File: src/design/btlv_pkg.sv
// btlv_pkg: shared types and constants of the ber-tlv stream parser
// no dependencies; imported by every module of the block
`timescale 1ns / 1ps

package btlv_pkg;

    // result kinds
    localparam logic [1:0] KIND_HEADER = 2'd0;
    localparam logic [1:0] KIND_VALUE  = 2'd1;
    localparam logic [1:0] KIND_ERROR  = 2'd2;
    localparam logic [1:0] KIND_END    = 2'd3;

    // error codes
    localparam logic [1:0] ERR_TAG_LONG   = 2'd0;
    localparam logic [1:0] ERR_INDEF_LEN  = 2'd1;
    localparam logic [1:0] ERR_LEN_BYTES  = 2'd2;
    localparam logic [1:0] ERR_TRUNCATED  = 2'd3;

    // encoding constants
    localparam logic [7:0] TAG_ESC_MASK  = 8'h1F;
    localparam logic [7:0] CONS_BIT      = 8'h20;
    localparam logic [7:0] LEN_LONG      = 8'h80;
    localparam logic [7:0] LEN_CNT_MASK  = 8'h7F;
    localparam logic [7:0] PAD_ZERO      = 8'h00;
    localparam logic [7:0] PAD_ONES      = 8'hFF;
    localparam logic [1:0] TAG_CONT_MAX  = 2'd3;
    localparam logic [5:0] MAX_DEPTH_RST = 6'd32;

    // parse phase
    typedef enum logic [2:0] {
        PH_IDLE  = 3'd0,
        PH_START = 3'd1,
        PH_TAG   = 3'd2,
        PH_LEN1  = 3'd3,
        PH_LENX  = 3'd4,
        PH_VALUE = 3'd5,
        PH_SKIP  = 3'd6,
        PH_HALT  = 3'd7
    } phase_t;

    // back-end sequencer
    typedef enum logic [1:0] {
        ENG_EXEC     = 2'd0,
        ENG_POP_TEST = 2'd1,
        ENG_POP_WAIT = 2'd2
    } eng_state_t;

    // classified input transaction
    typedef struct packed {
        logic [7:0]  byte_value;
        logic        first;
        logic [31:0] message_length;
        logic        is_pad;
        logic        is_tag_esc;
    } item_t;

    // one result transaction
    typedef struct packed {
        logic [1:0]  kind;
        logic [31:0] tag;
        logic        constructed;
        logic [31:0] value_length;
        logic [4:0]  depth;
        logic [7:0]  data_byte;
        logic [1:0]  error_code;
        logic        failed;
        logic        last_of_run;
    } result_t;

endpackage

File: src/design/btlv_front.sv
// btlv_front: input queue that accepts and classifies message bytes
// depends on btlv_pkg
`timescale 1ns / 1ps

module btlv_front (
    input  logic                 clk,
    input  logic                 rst_n,
    input  logic                 push,
    output logic                 full,
    input  logic [7:0]           byte_value,
    input  logic                 first,
    input  logic [31:0]          message_length,
    output logic                 item_valid,
    output btlv_pkg::item_t      item,
    input  logic                 item_take
);
    import btlv_pkg::*;

    item_t      slot_reg [2];
    logic       wptr_reg, wptr_next;
    logic       rptr_reg, rptr_next;
    logic [1:0] count_reg, count_next;
    logic       do_push, do_take;
    item_t      new_item;

    // classify the byte on entry
    always_comb
    begin
        new_item.byte_value     = byte_value;
        new_item.first          = first;
        new_item.message_length = message_length;
        new_item.is_pad         = (byte_value == PAD_ZERO) || (byte_value == PAD_ONES);
        new_item.is_tag_esc     = (byte_value & TAG_ESC_MASK) == TAG_ESC_MASK;
    end

    assign full       = count_reg == 2'd2;
    assign item_valid = count_reg != 2'd0;
    assign item       = slot_reg[rptr_reg];
    assign do_push    = push && !full;
    assign do_take    = item_take && item_valid;

    // pointer and count update
    always_comb
    begin
        wptr_next  = wptr_reg ^ do_push;
        rptr_next  = rptr_reg ^ do_take;
        count_next = count_reg + {1'b0, do_push} - {1'b0, do_take};
    end

    always_ff @(posedge clk or negedge rst_n)
    begin
        if (!rst_n)
        begin
            wptr_reg  <= 1'b0;
            rptr_reg  <= 1'b0;
            count_reg <= 2'd0;
        end
        else
        begin
            wptr_reg  <= wptr_next;
            rptr_reg  <= rptr_next;
            count_reg <= count_next;
        end
    end

    // payload storage
    always_ff @(posedge clk)
    begin
        if (do_push)
            slot_reg[wptr_reg] <= new_item;
    end

endmodule

File: src/design/btlv_out_queue.sv
// btlv_out_queue: result queue taking up to two results a cycle
// depends on btlv_pkg
`timescale 1ns / 1ps

module btlv_out_queue (
    input  logic                 clk,
    input  logic                 rst_n,
    input  logic [1:0]           wr_count,
    input  btlv_pkg::result_t    wr_res0,
    input  btlv_pkg::result_t    wr_res1,
    output logic                 room_for_two,
    output logic                 empty,
    input  logic                 pop,
    output btlv_pkg::result_t    head
);
    import btlv_pkg::*;

    result_t    slot_reg [4];
    logic [1:0] wptr_reg, rptr_reg;
    logic [2:0] count_reg;
    logic       do_pop;

    assign empty        = count_reg == 3'd0;
    assign room_for_two = count_reg <= 3'd2;
    assign head         = slot_reg[rptr_reg];
    assign do_pop       = pop && !empty;

    // pointers and fill count
    always_ff @(posedge clk or negedge rst_n)
    begin
        if (!rst_n)
        begin
            wptr_reg  <= 2'd0;
            rptr_reg  <= 2'd0;
            count_reg <= 3'd0;
        end
        else
        begin
            wptr_reg  <= wptr_reg + wr_count;
            rptr_reg  <= rptr_reg + {1'b0, do_pop};
            count_reg <= count_reg + {1'b0, wr_count} - {2'b0, do_pop};
        end
    end

    // payload storage
    always_ff @(posedge clk)
    begin
        if (wr_count != 2'd0)
            slot_reg[wptr_reg] <= wr_res0;
        if (wr_count == 2'd2)
            slot_reg[wptr_reg + 2'd1] <= wr_res1;
    end

endmodule

File: src/design/btlv_back.sv
// btlv_back: parse engine with nesting stack memory
// depends on btlv_pkg; fed by btlv_front, drains into btlv_out_queue
`timescale 1ns / 1ps

module btlv_back #(
    parameter int MAX_NEST         = 32,
    parameter int LENGTH_BYTES_MAX = 4
) (
    input  logic                 clk,
    input  logic                 rst_n,
    input  logic [5:0]           max_depth,
    input  logic                 item_valid,
    input  btlv_pkg::item_t      item,
    output logic                 item_take,
    input  logic                 room_for_two,
    output logic [1:0]           wr_count,
    output btlv_pkg::result_t    wr_res0,
    output btlv_pkg::result_t    wr_res1
);
    import btlv_pkg::*;

    localparam int IW = (MAX_NEST > 1) ? $clog2(MAX_NEST) : 1;
    localparam int NW = $clog2(MAX_NEST + 1);
    localparam int LW = 8 * LENGTH_BYTES_MAX;
    localparam int CW = (LW > 32) ? LW : 32;
    localparam int BW = $clog2(LENGTH_BYTES_MAX + 1);

    eng_state_t     eng_reg, eng_next;
    phase_t         phase_reg, phase_next;
    logic [31:0]    tag_reg, tag_next;
    logic [1:0]     tcnt_reg, tcnt_next;
    logic           cons_reg, cons_next;
    logic [LW-1:0]  len_reg, len_next;
    logic [BW-1:0]  lleft_reg, lleft_next;
    logic [31:0]    pos_reg, pos_next;
    logic [31:0]    total_reg, total_next;
    logic [31:0]    vend_reg, vend_next;
    logic [NW-1:0]  nest_reg, nest_next;
    logic           err_reg, err_next;
    logic [31:0]    top_reg, top_next;

    logic [31:0]    stack_mem [MAX_NEST];
    logic [31:0]    rd_data_reg;
    logic [IW-1:0]  rd_addr;
    logic           st_we;
    logic [IW-1:0]  st_waddr;

    result_t        res [2];
    logic [1:0]     n;

    // byte execution and stack pop sequencing
    always_comb
    begin
        logic [6:0]    depth_lim;
        logic [31:0]   cend;
        logic [31:0]   room;
        logic [6:0]    cnt;
        logic          hdone;
        logic [7:0]    b;
        logic [NW-1:0] nest_dec;

        eng_next   = eng_reg;
        phase_next = phase_reg;
        tag_next   = tag_reg;
        tcnt_next  = tcnt_reg;
        cons_next  = cons_reg;
        len_next   = len_reg;
        lleft_next = lleft_reg;
        pos_next   = pos_reg;
        total_next = total_reg;
        vend_next  = vend_reg;
        nest_next  = nest_reg;
        err_next   = err_reg;
        top_next   = top_reg;
        item_take  = 1'b0;
        st_we      = 1'b0;
        st_waddr   = IW'(nest_reg);
        rd_addr    = '0;
        res[0]     = '0;
        res[1]     = '0;
        n          = 2'd0;
        hdone      = 1'b0;
        b          = item.byte_value;
        cnt        = 7'(b & LEN_CNT_MASK);
        nest_dec   = nest_reg - NW'(1);
        depth_lim  = (7'(max_depth) > 7'(MAX_NEST)) ? 7'(MAX_NEST) : 7'(max_depth);
        cend       = '0;
        room       = '0;

        case (eng_reg)
            ENG_EXEC:
            begin
                if (item_valid && room_for_two)
                begin
                    item_take = 1'b1;
                    // restart on the first byte of a message
                    if (item.first)
                    begin
                        total_next = (item.message_length == 32'd0) ? 32'd1
                                                                    : item.message_length;
                        pos_next   = '0;
                        nest_next  = '0;
                        err_next   = 1'b0;
                        tag_next   = '0;
                        tcnt_next  = '0;
                        cons_next  = 1'b0;
                        len_next   = '0;
                        lleft_next = '0;
                        vend_next  = total_next;
                        phase_next = (depth_lim == 7'd0) ? PH_SKIP : PH_START;
                    end
                    if (phase_next != PH_IDLE)
                    begin
                        pos_next = pos_next + 32'd1;
                        cend     = (nest_next != '0) ? top_reg : total_next;
                        room     = cend - pos_next;
                        case (phase_next)
                            PH_START:
                            begin
                                if (!item.is_pad)
                                begin
                                    cons_next  = (b & CONS_BIT) != 8'd0;
                                    tag_next   = 32'(b);
                                    tcnt_next  = '0;
                                    phase_next = item.is_tag_esc ? PH_TAG : PH_LEN1;
                                end
                            end
                            PH_TAG:
                            begin
                                if (tcnt_next >= TAG_CONT_MAX)
                                begin
                                    res[n[0]].kind       = KIND_ERROR;
                                    res[n[0]].error_code = ERR_TAG_LONG;
                                    n          = n + 2'd1;
                                    err_next   = 1'b1;
                                    phase_next = PH_HALT;
                                end
                                else
                                begin
                                    tcnt_next = tcnt_next + 2'd1;
                                    tag_next  = {tag_next[23:0], b};
                                    if (!b[7])
                                        phase_next = PH_LEN1;
                                end
                            end
                            PH_LEN1:
                            begin
                                if (b < LEN_LONG)
                                begin
                                    len_next = LW'(b);
                                    hdone    = 1'b1;
                                end
                                else if (b == LEN_LONG || 32'(cnt) > 32'(LENGTH_BYTES_MAX)
                                         || 32'(cnt) > room)
                                begin
                                    res[n[0]].kind       = KIND_ERROR;
                                    res[n[0]].error_code =
                                        (b == LEN_LONG) ? ERR_INDEF_LEN :
                                        (32'(cnt) > 32'(LENGTH_BYTES_MAX)) ? ERR_LEN_BYTES
                                                                           : ERR_TRUNCATED;
                                    n          = n + 2'd1;
                                    err_next   = 1'b1;
                                    phase_next = PH_HALT;
                                end
                                else
                                begin
                                    len_next   = '0;
                                    lleft_next = BW'(cnt);
                                    phase_next = PH_LENX;
                                end
                            end
                            PH_LENX:
                            begin
                                if (LW > 8)
                                    len_next = LW'({len_next, b});
                                else
                                    len_next = LW'(b);
                                if (lleft_next != '0)
                                    lleft_next = lleft_next - BW'(1);
                                if (lleft_next == '0)
                                    hdone = 1'b1;
                            end
                            PH_VALUE:
                            begin
                                res[n[0]].kind      = KIND_VALUE;
                                res[n[0]].depth     = 5'(nest_next);
                                res[n[0]].data_byte = b;
                                n = n + 2'd1;
                                if (pos_next == vend_next)
                                    phase_next = PH_START;
                            end
                            PH_SKIP:
                            begin
                                if (pos_next == vend_next)
                                    phase_next = PH_START;
                            end
                            default:
                            begin
                            end
                        endcase

                        // header complete: fit check, emit, then value phase, skip or descend
                        if (hdone)
                        begin
                            if (CW'(len_next) > CW'(room))
                            begin
                                vend_next  = cend;
                                phase_next = PH_SKIP;
                            end
                            else
                            begin
                                res[n[0]].kind         = KIND_HEADER;
                                res[n[0]].tag          = tag_next;
                                res[n[0]].constructed  = cons_next;
                                res[n[0]].value_length = 32'(len_next);
                                res[n[0]].depth        = 5'(nest_next);
                                n         = n + 2'd1;
                                vend_next = pos_next + 32'(len_next);
                                if (!cons_next)
                                    phase_next = PH_VALUE;
                                else if (7'(nest_next) + 7'd1 >= depth_lim
                                         || nest_next >= NW'(MAX_NEST))
                                    phase_next = PH_SKIP;
                                else
                                begin
                                    st_we      = 1'b1;
                                    st_waddr   = IW'(nest_next);
                                    top_next   = vend_next;
                                    nest_next  = nest_next + NW'(1);
                                    phase_next = PH_START;
                                end
                            end
                            if ((phase_next == PH_VALUE || phase_next == PH_SKIP)
                                && pos_next == vend_next)
                                phase_next = PH_START;
                        end
                        else if ((phase_next == PH_TAG || phase_next == PH_LEN1
                                  || phase_next == PH_LENX) && pos_next == cend)
                        begin
                            res[n[0]].kind       = KIND_ERROR;
                            res[n[0]].error_code = ERR_TRUNCATED;
                            n          = n + 2'd1;
                            err_next   = 1'b1;
                            phase_next = PH_HALT;
                        end

                        // end of message, else close finished containers
                        if (pos_next == total_next)
                        begin
                            res[n[0]].kind   = KIND_END;
                            res[n[0]].failed = err_next;
                            n          = n + 2'd1;
                            phase_next = PH_IDLE;
                        end
                        else if (phase_next == PH_START)
                            eng_next = ENG_POP_TEST;
                    end
                    if (n != 2'd0)
                        res[n[0] ^ 1'b1].last_of_run = 1'b1;
                end
            end
            ENG_POP_TEST:
            begin
                if (nest_reg != '0 && top_reg == pos_reg)
                begin
                    nest_next = nest_dec;
                    if (nest_dec != '0)
                    begin
                        rd_addr  = IW'(nest_dec - NW'(1));
                        eng_next = ENG_POP_WAIT;
                    end
                    else
                        eng_next = ENG_EXEC;
                end
                else
                    eng_next = ENG_EXEC;
            end
            ENG_POP_WAIT:
            begin
                top_next = rd_data_reg;
                eng_next = ENG_POP_TEST;
            end
            default:
                eng_next = ENG_EXEC;
        endcase
    end

    assign wr_count = n;
    assign wr_res0  = res[0];
    assign wr_res1  = res[1];

    // control state
    always_ff @(posedge clk or negedge rst_n)
    begin
        if (!rst_n)
        begin
            eng_reg   <= ENG_EXEC;
            phase_reg <= PH_IDLE;
            tag_reg   <= '0;
            tcnt_reg  <= '0;
            cons_reg  <= 1'b0;
            len_reg   <= '0;
            lleft_reg <= '0;
            pos_reg   <= '0;
            total_reg <= '0;
            vend_reg  <= '0;
            nest_reg  <= '0;
            err_reg   <= 1'b0;
        end
        else
        begin
            eng_reg   <= eng_next;
            phase_reg <= phase_next;
            tag_reg   <= tag_next;
            tcnt_reg  <= tcnt_next;
            cons_reg  <= cons_next;
            len_reg   <= len_next;
            lleft_reg <= lleft_next;
            pos_reg   <= pos_next;
            total_reg <= total_next;
            vend_reg  <= vend_next;
            nest_reg  <= nest_next;
            err_reg   <= err_next;
        end
    end

    // cached stack top and container end stack memory
    always_ff @(posedge clk)
    begin
        top_reg     <= top_next;
        rd_data_reg <= stack_mem[rd_addr];
        if (st_we)
            stack_mem[st_waddr] <= vend_next;
    end

endmodule

File: src/design/ber_tlv_stream_parser.sv
// ber_tlv_stream_parser: top level of the ber-tlv stream parser
// depends on btlv_pkg, btlv_front, btlv_back, btlv_out_queue
`timescale 1ns / 1ps
//
//  channel   direction  handshake               payload
//  input     in         push / full             byte_value, first, message_length
//  result    out        empty / pop             kind, tag, constructed, value_length,
//                                               depth, data_byte, error_code, failed,
//                                               last_of_run
//  config    in         cfg_valid / cfg_ready   cfg_data (max_depth)
//
//  a byte that leaves the parse at an element start (and does not end the message)
//  sends the engine to test the stack top; each nesting level closed on it adds
//  a stack read and another test, except a close back to depth 0
//  reset clears all control state and sets max_depth to 32
//  a two-entry input queue and a four-entry result queue let either side stall
//  the engine waits for room for two results before taking a byte

module ber_tlv_stream_parser #(
    parameter int MAX_NEST         = 32,
    parameter int LENGTH_BYTES_MAX = 4
) (
    input  logic        clk,
    input  logic        rst_n,
    input  logic        push,
    output logic        full,
    input  logic [7:0]  byte_value,
    input  logic        first,
    input  logic [31:0] message_length,
    output logic        empty,
    input  logic        pop,
    output logic [1:0]  kind,
    output logic [31:0] tag,
    output logic        constructed,
    output logic [31:0] value_length,
    output logic [4:0]  depth,
    output logic [7:0]  data_byte,
    output logic [1:0]  error_code,
    output logic        failed,
    output logic        last_of_run,
    input  logic        cfg_valid,
    output logic        cfg_ready,
    input  logic [5:0]  cfg_data
);
    import btlv_pkg::*;

    logic [5:0] max_depth_val_reg;
    logic       item_valid, item_take, room_for_two;
    item_t      item;
    logic [1:0] wr_count;
    result_t    wr_res0, wr_res1, head;

    // configuration register
    assign cfg_ready = 1'b1;
    always_ff @(posedge clk or negedge rst_n)
    begin
        if (!rst_n)
            max_depth_val_reg <= MAX_DEPTH_RST;
        else if (cfg_valid && cfg_ready)
            max_depth_val_reg <= cfg_data;
    end

    btlv_front u_front (
        .clk            (clk),
        .rst_n          (rst_n),
        .push           (push),
        .full           (full),
        .byte_value     (byte_value),
        .first          (first),
        .message_length (message_length),
        .item_valid     (item_valid),
        .item           (item),
        .item_take      (item_take)
    );

    btlv_back #(
        .MAX_NEST         (MAX_NEST),
        .LENGTH_BYTES_MAX (LENGTH_BYTES_MAX)
    ) u_back (
        .clk          (clk),
        .rst_n        (rst_n),
        .max_depth    (max_depth_val_reg),
        .item_valid   (item_valid),
        .item         (item),
        .item_take    (item_take),
        .room_for_two (room_for_two),
        .wr_count     (wr_count),
        .wr_res0      (wr_res0),
        .wr_res1      (wr_res1)
    );

    btlv_out_queue u_out (
        .clk          (clk),
        .rst_n        (rst_n),
        .wr_count     (wr_count),
        .wr_res0      (wr_res0),
        .wr_res1      (wr_res1),
        .room_for_two (room_for_two),
        .empty        (empty),
        .pop          (pop),
        .head         (head)
    );

    // result fields
    assign kind         = head.kind;
    assign tag          = head.tag;
    assign constructed  = head.constructed;
    assign value_length = head.value_length;
    assign depth        = head.depth;
    assign data_byte    = head.data_byte;
    assign error_code   = head.error_code;
    assign failed       = head.failed;
    assign last_of_run  = head.last_of_run;

endmodule

File: config.mk
export PLATFORM = sky130hd
export DESIGN_NAME = ber_tlv_stream_parser
export DESIGN_NICKNAME = d
export VERILOG_FILES = /design/src/design/btlv_pkg.sv /design/src/design/btlv_front.sv /design/src/design/btlv_out_queue.sv /design/src/design/btlv_back.sv /design/src/design/ber_tlv_stream_parser.sv
export SDC_FILE = /design/constraint.sdc
export NUM_CORES = 2
export LEC_CHECK = 0
export BUFFER_PORTS_ARGS = -buffer_cell sky130_fd_sc_hd__buf_2
export CELL_PAD_IN_SITES_DETAIL_PLACEMENT = 1
export CELL_PAD_IN_SITES_GLOBAL_PLACEMENT = 2
export CORE_MARGIN = 1
export CORE_UTILIZATION = 47
export CTS_BUF_LIST = sky130_fd_sc_hd__clkbuf_2 sky130_fd_sc_hd__clkbuf_4 sky130_fd_sc_hd__clkbuf_8
export DETAILED_ROUTE_END_ITERATION = 8
export PLACE_DENSITY = 0.8
export SYNTH_ARGS = -nofsm -noshare
export SYNTH_HDL_FRONTEND = slang
export SYNTH_SLANG_ARGS = --single-unit
File: constraint.sdc
create_clock -name clk -period 25.3 [get_ports clk]
set_clock_uncertainty 0.15 [all_clocks]
set_input_delay 6.325 -clock clk [delete_from_list [all_inputs] [get_ports clk]]
set_output_delay 6.325 -clock clk [all_outputs]
set_load 0.02 [all_outputs]
==> results by group <==
Min path
  • Hold Path Class: flop to flop
  • Hold Crit Depth: 1
  • Worst min-delay path startpoint: u_front.count_reg[1]
  • Hold Path End: u_front.count_reg[1]

Floorplanning
  • CORE AREA: 168000 µm²
  • # IOs: 139
  • Site Rows: 150
  • Die ar.: 171000 µm²
  • Starting Density: 47.5%
  • Die Wd: 414 µm
  • DIE HEIGHT: 414 µm

Power
  • Sequential Power Share: 37.0%
  • Clock share of power: 25.4%
  • Worst IR drop on VDD: 0.0720 mV
  • Gate power share: around 38%
  • Int Pwr: a little over 0.006 W
  • LEAKAGE: 32.5 nW
  • Net Sw Power: ~0.0041 W
  • Sw Ratio: between 40 and 50%
  • PwrDens: 114 nW/µm²

Finish
  • Register area: 49900 µm²
  • Share of cells above drive strength 1: 20.0%
  • Nets@finish: 6409
  • Synth-to-Final Area Change: 12.2%
  • Non-filler cells, final: 8651
  • Util after Layout: 53.4%
  • Fill cells: 16.6k
  • Max reg flops: 1024
  • Area of the multi-input gates: 28400 µm²
  • Cell area after layout: 89500 µm²

Timing
  • Final Slew Violations: 0
  • RSZ-0062 raised after global routing: no
  • Slew headroom: 5.58%
  • Final setup vio count: 0
  • Fin crit share: 59.2%
  • Final hold slack: 0.347 ns
  • FMAX: 66.7 MHz
  • Setup TNS: 0 ns
  • Final Hold Viols: 0
  • Fin crit period: ~15 ns
  • Worst-Margin Slew: 1.42 ns

Synth
  • Ranking of synthesized cells by area: edfxtp_1, mux4_2, dfrtp_1, nor2_1, nand2_1
  • Post-synthesis mux area share: 10.7%
  • Synth Area in Adders: 2.18%
  • Mapped Cells: 5971
  • Cell area after synthesis: 79700 µm²
  • Most frequent cells after synthesis: edfxtp_1, nor2_1, nand2_1
  • Largest family of logic cells by synthesized area: simple AND/OR/NAND/NOR gates
  • Top_reg_cell synth: edfxtp_1
  • Post-synthesis xor/xnor area fraction: 2.39%
  • Register area share after synthesis: a little over three fifths
  • Share of the synthesized area in the top cell type: a little under three fifths
  • Asr flop ratio synth: 11.4%
  • Compound-cell area share of the yosys netlist: 8.48%
  • Synth Area in Simple Gates: 11.2%
  • Distinct cells, synth: 118
  • YS warnings: 0
  • Yosys top cell by area: edfxtp_1
  • EDFF count, synth: ~1.5k
  • Syn Nets: 6160
  • Syn avg cell area: 13.4 µm²
  • Synth Register Bits: 1705
  • Top-count cell post-synth: edfxtp_1

Clock tree
  • CTS sink cnt: 1705
  • CTS Hold Bufs: 0
  • Clock buffer count from CTS: 303
  • CTS Root Cell: clkbuf_8
  • CTS tree: done
  • Clock Latency Late Sink: 1.06 ns
  • Reg clk slew, reported paths: 0.06 ns
  • Htree depth: 5
  • Post-CTS sizing: 0
  • Postcts setup bufs: 0
  • Max Root-Sink Buffers: 4

Setup path
  • Crit Path Category: flop to flop
  • Cells on worst reg2reg path: 41
  • WP buf/inv: 10
  • Worst-path maximum fanout: 47
  • WP data required: 25.80 ns
  • R2R Path End: u_out.slot_reg[0][50]
  • Critical path launch point type: flop
  • CP delay by family, top: simple AND/OR/NAND/NOR gates
  • Crit path capture type: flop
  • Reg2Reg Setup Slack: 10.32 ns
  • Max stage delay cell, worst path: dfrtp_2
  • Arrival @ worst endpoint: 15.48 ns
  • Max incr delay on CP: 0.78 ns
  • FF-to-FF Start: u_front.rptr_reg

Placement
  • Dpl cells: 8119
  • Area after DPL: 83500 µm²
  • HPWL after DPL: 193000 µm
  • Placer Congestion: 1.00
  • # port buffers: about 140

Detailed routing
  • Initial detailed-routing violation count: 5704
  • First-pass iteration count of the detailed router: 5
  • Via density: 6.39
  • DRC Markers: 0
  • Wire per inst: 33.4 µm
  • Vias: roughly 55k
  • Post-route antenna net violation count: 0
  • Total routed wirelength: 289000 µm

Outcome
  • Outcome: complete, no violations

Flow run
  • Max Cap Viol: 0

Global route
  • Total congestion overflow: 0
  • Global-route wire length before repair: 409000 µm
  • Total track usage: 33.6%
  • Initial antenna violation count: 10
  • Largest net degree at the start of global routing: roughly 130
  • Number of global-route vias before repair: 56.3k
-- layout by cell type (no fill, tap or decap), types with 58 or more instances in the layout --
master	Yosys	routed
edfxtp_1	1478	1478
nand4_1	60	60
a21oi_1	256	256
nor2_1	747	712
nand3_1	158	158
xnor2_1	135	135
clkbuf_4	1	101
o21ai_0	323	311
nand2_1	614	607
clkbuf_8	0	330
a22o_1	70	69
xor2_1	73	73
ha_1	134	132
nor4_1	58	58
inv_1	105	105
mux4_2	340	340
buf_4	16	164
buf_2	55	136
dfrtp_1	194	191
-- per-stage QoR --
step,worst slack [ns],total power (W)
global placement,10.95,0.00752
detailed placement,10.62,0.00758
global route,9.57,0.0106
floorplan,6.22,0.00592
CTS,10.57,0.0102
finish,10.32,0.0102
-- metal layers --
| layer | share of wire, % | global-route usage [%] | vias up |
|---|---|---|---|
| li1 | - | - | 23200 |
| met1 | 41 | 45.4 | 28900 |
| met2 | 47 | 53.4 | 2550 |
| met3 | 7.6 | 6.04 | 617 |
| met4 | 4.6 | 14.9 | 0 |
| met5 | 0 | 0 | - |
-- power by group through the flow --
stage	Clock (W)	Sequential [W]	Combinational (W)
after floorplan	0	0.00372	0.00220
after global placement	0	0.00383	0.00369
after detailed placement	0	0.00384	0.00374
after CTS	0.00265	0.00378	0.00375
after global routing	0.00275	0.00380	0.00403
final	0.00261	0.00379	0.00385
-- cell families (layout without fill, tap and decap cells) --
| family | after synthesis | count (layout) |
|---|---|---|
| buffers and inverters | 474 | 939 |
| XOR/XNOR | 212 | 212 |
| flip-flops | 1705 | 1705 |
| multiplexers | 424 | 424 |
| AND/OR/NAND/NOR | 1963 | 1963 |
| other | 1 | 12 |
| adder cells (fa/ha/maj) | 137 | 137 |
| AO/OA/AOI/OAI | 1055 | 1055 |
-- worst reg2reg max path: cells and delay by family, from the launching register on --
kind,cells,cell delay (ns)
compound gates,9,2.65
flops,1,0.78
xor+xnor,1,0.26
mux,2,0.83
buf+inv,10,3.51
fa+ha+maj,5,1.98
simple gates,14,4.40
-- worst max-delay path by stage --
| stage | startpoint | to | slack [ns] | cells past startpoint |
|---|---|---|---|---|
| final | u_front.rptr_reg | u_out.slot_reg[0][50] | 10.32 | 41 |
| after global routing | u_front.rptr_reg | u_out.slot_reg[0][40] | 9.57 | 41 |
| after CTS | u_front.rptr_reg | u_out.slot_reg[0][40] | 10.57 | 42 |
| after detailed placement | u_front.rptr_reg | u_out.slot_reg[0][16] | 10.62 | 43 |
| after global placement | u_front.rptr_reg | u_out.slot_reg[0][18] | 10.95 | 43 |
| after floorplan | u_front.slot_reg[1][34] | u_out.slot_reg[0][0] | 6.22 | 55 |
-- area by class of cell --
class	instances	area share, %
clock buffers	431	5.92
diodes	11	0.0308
flip-flops and latches	1705	55.8
multi-input cells	3792	31.7
repair buffers	304	2.22
well taps	2204	3.08
clock inverters	90	0.797
inverters	114	0.478
Power figures use the tool's default switching activity.
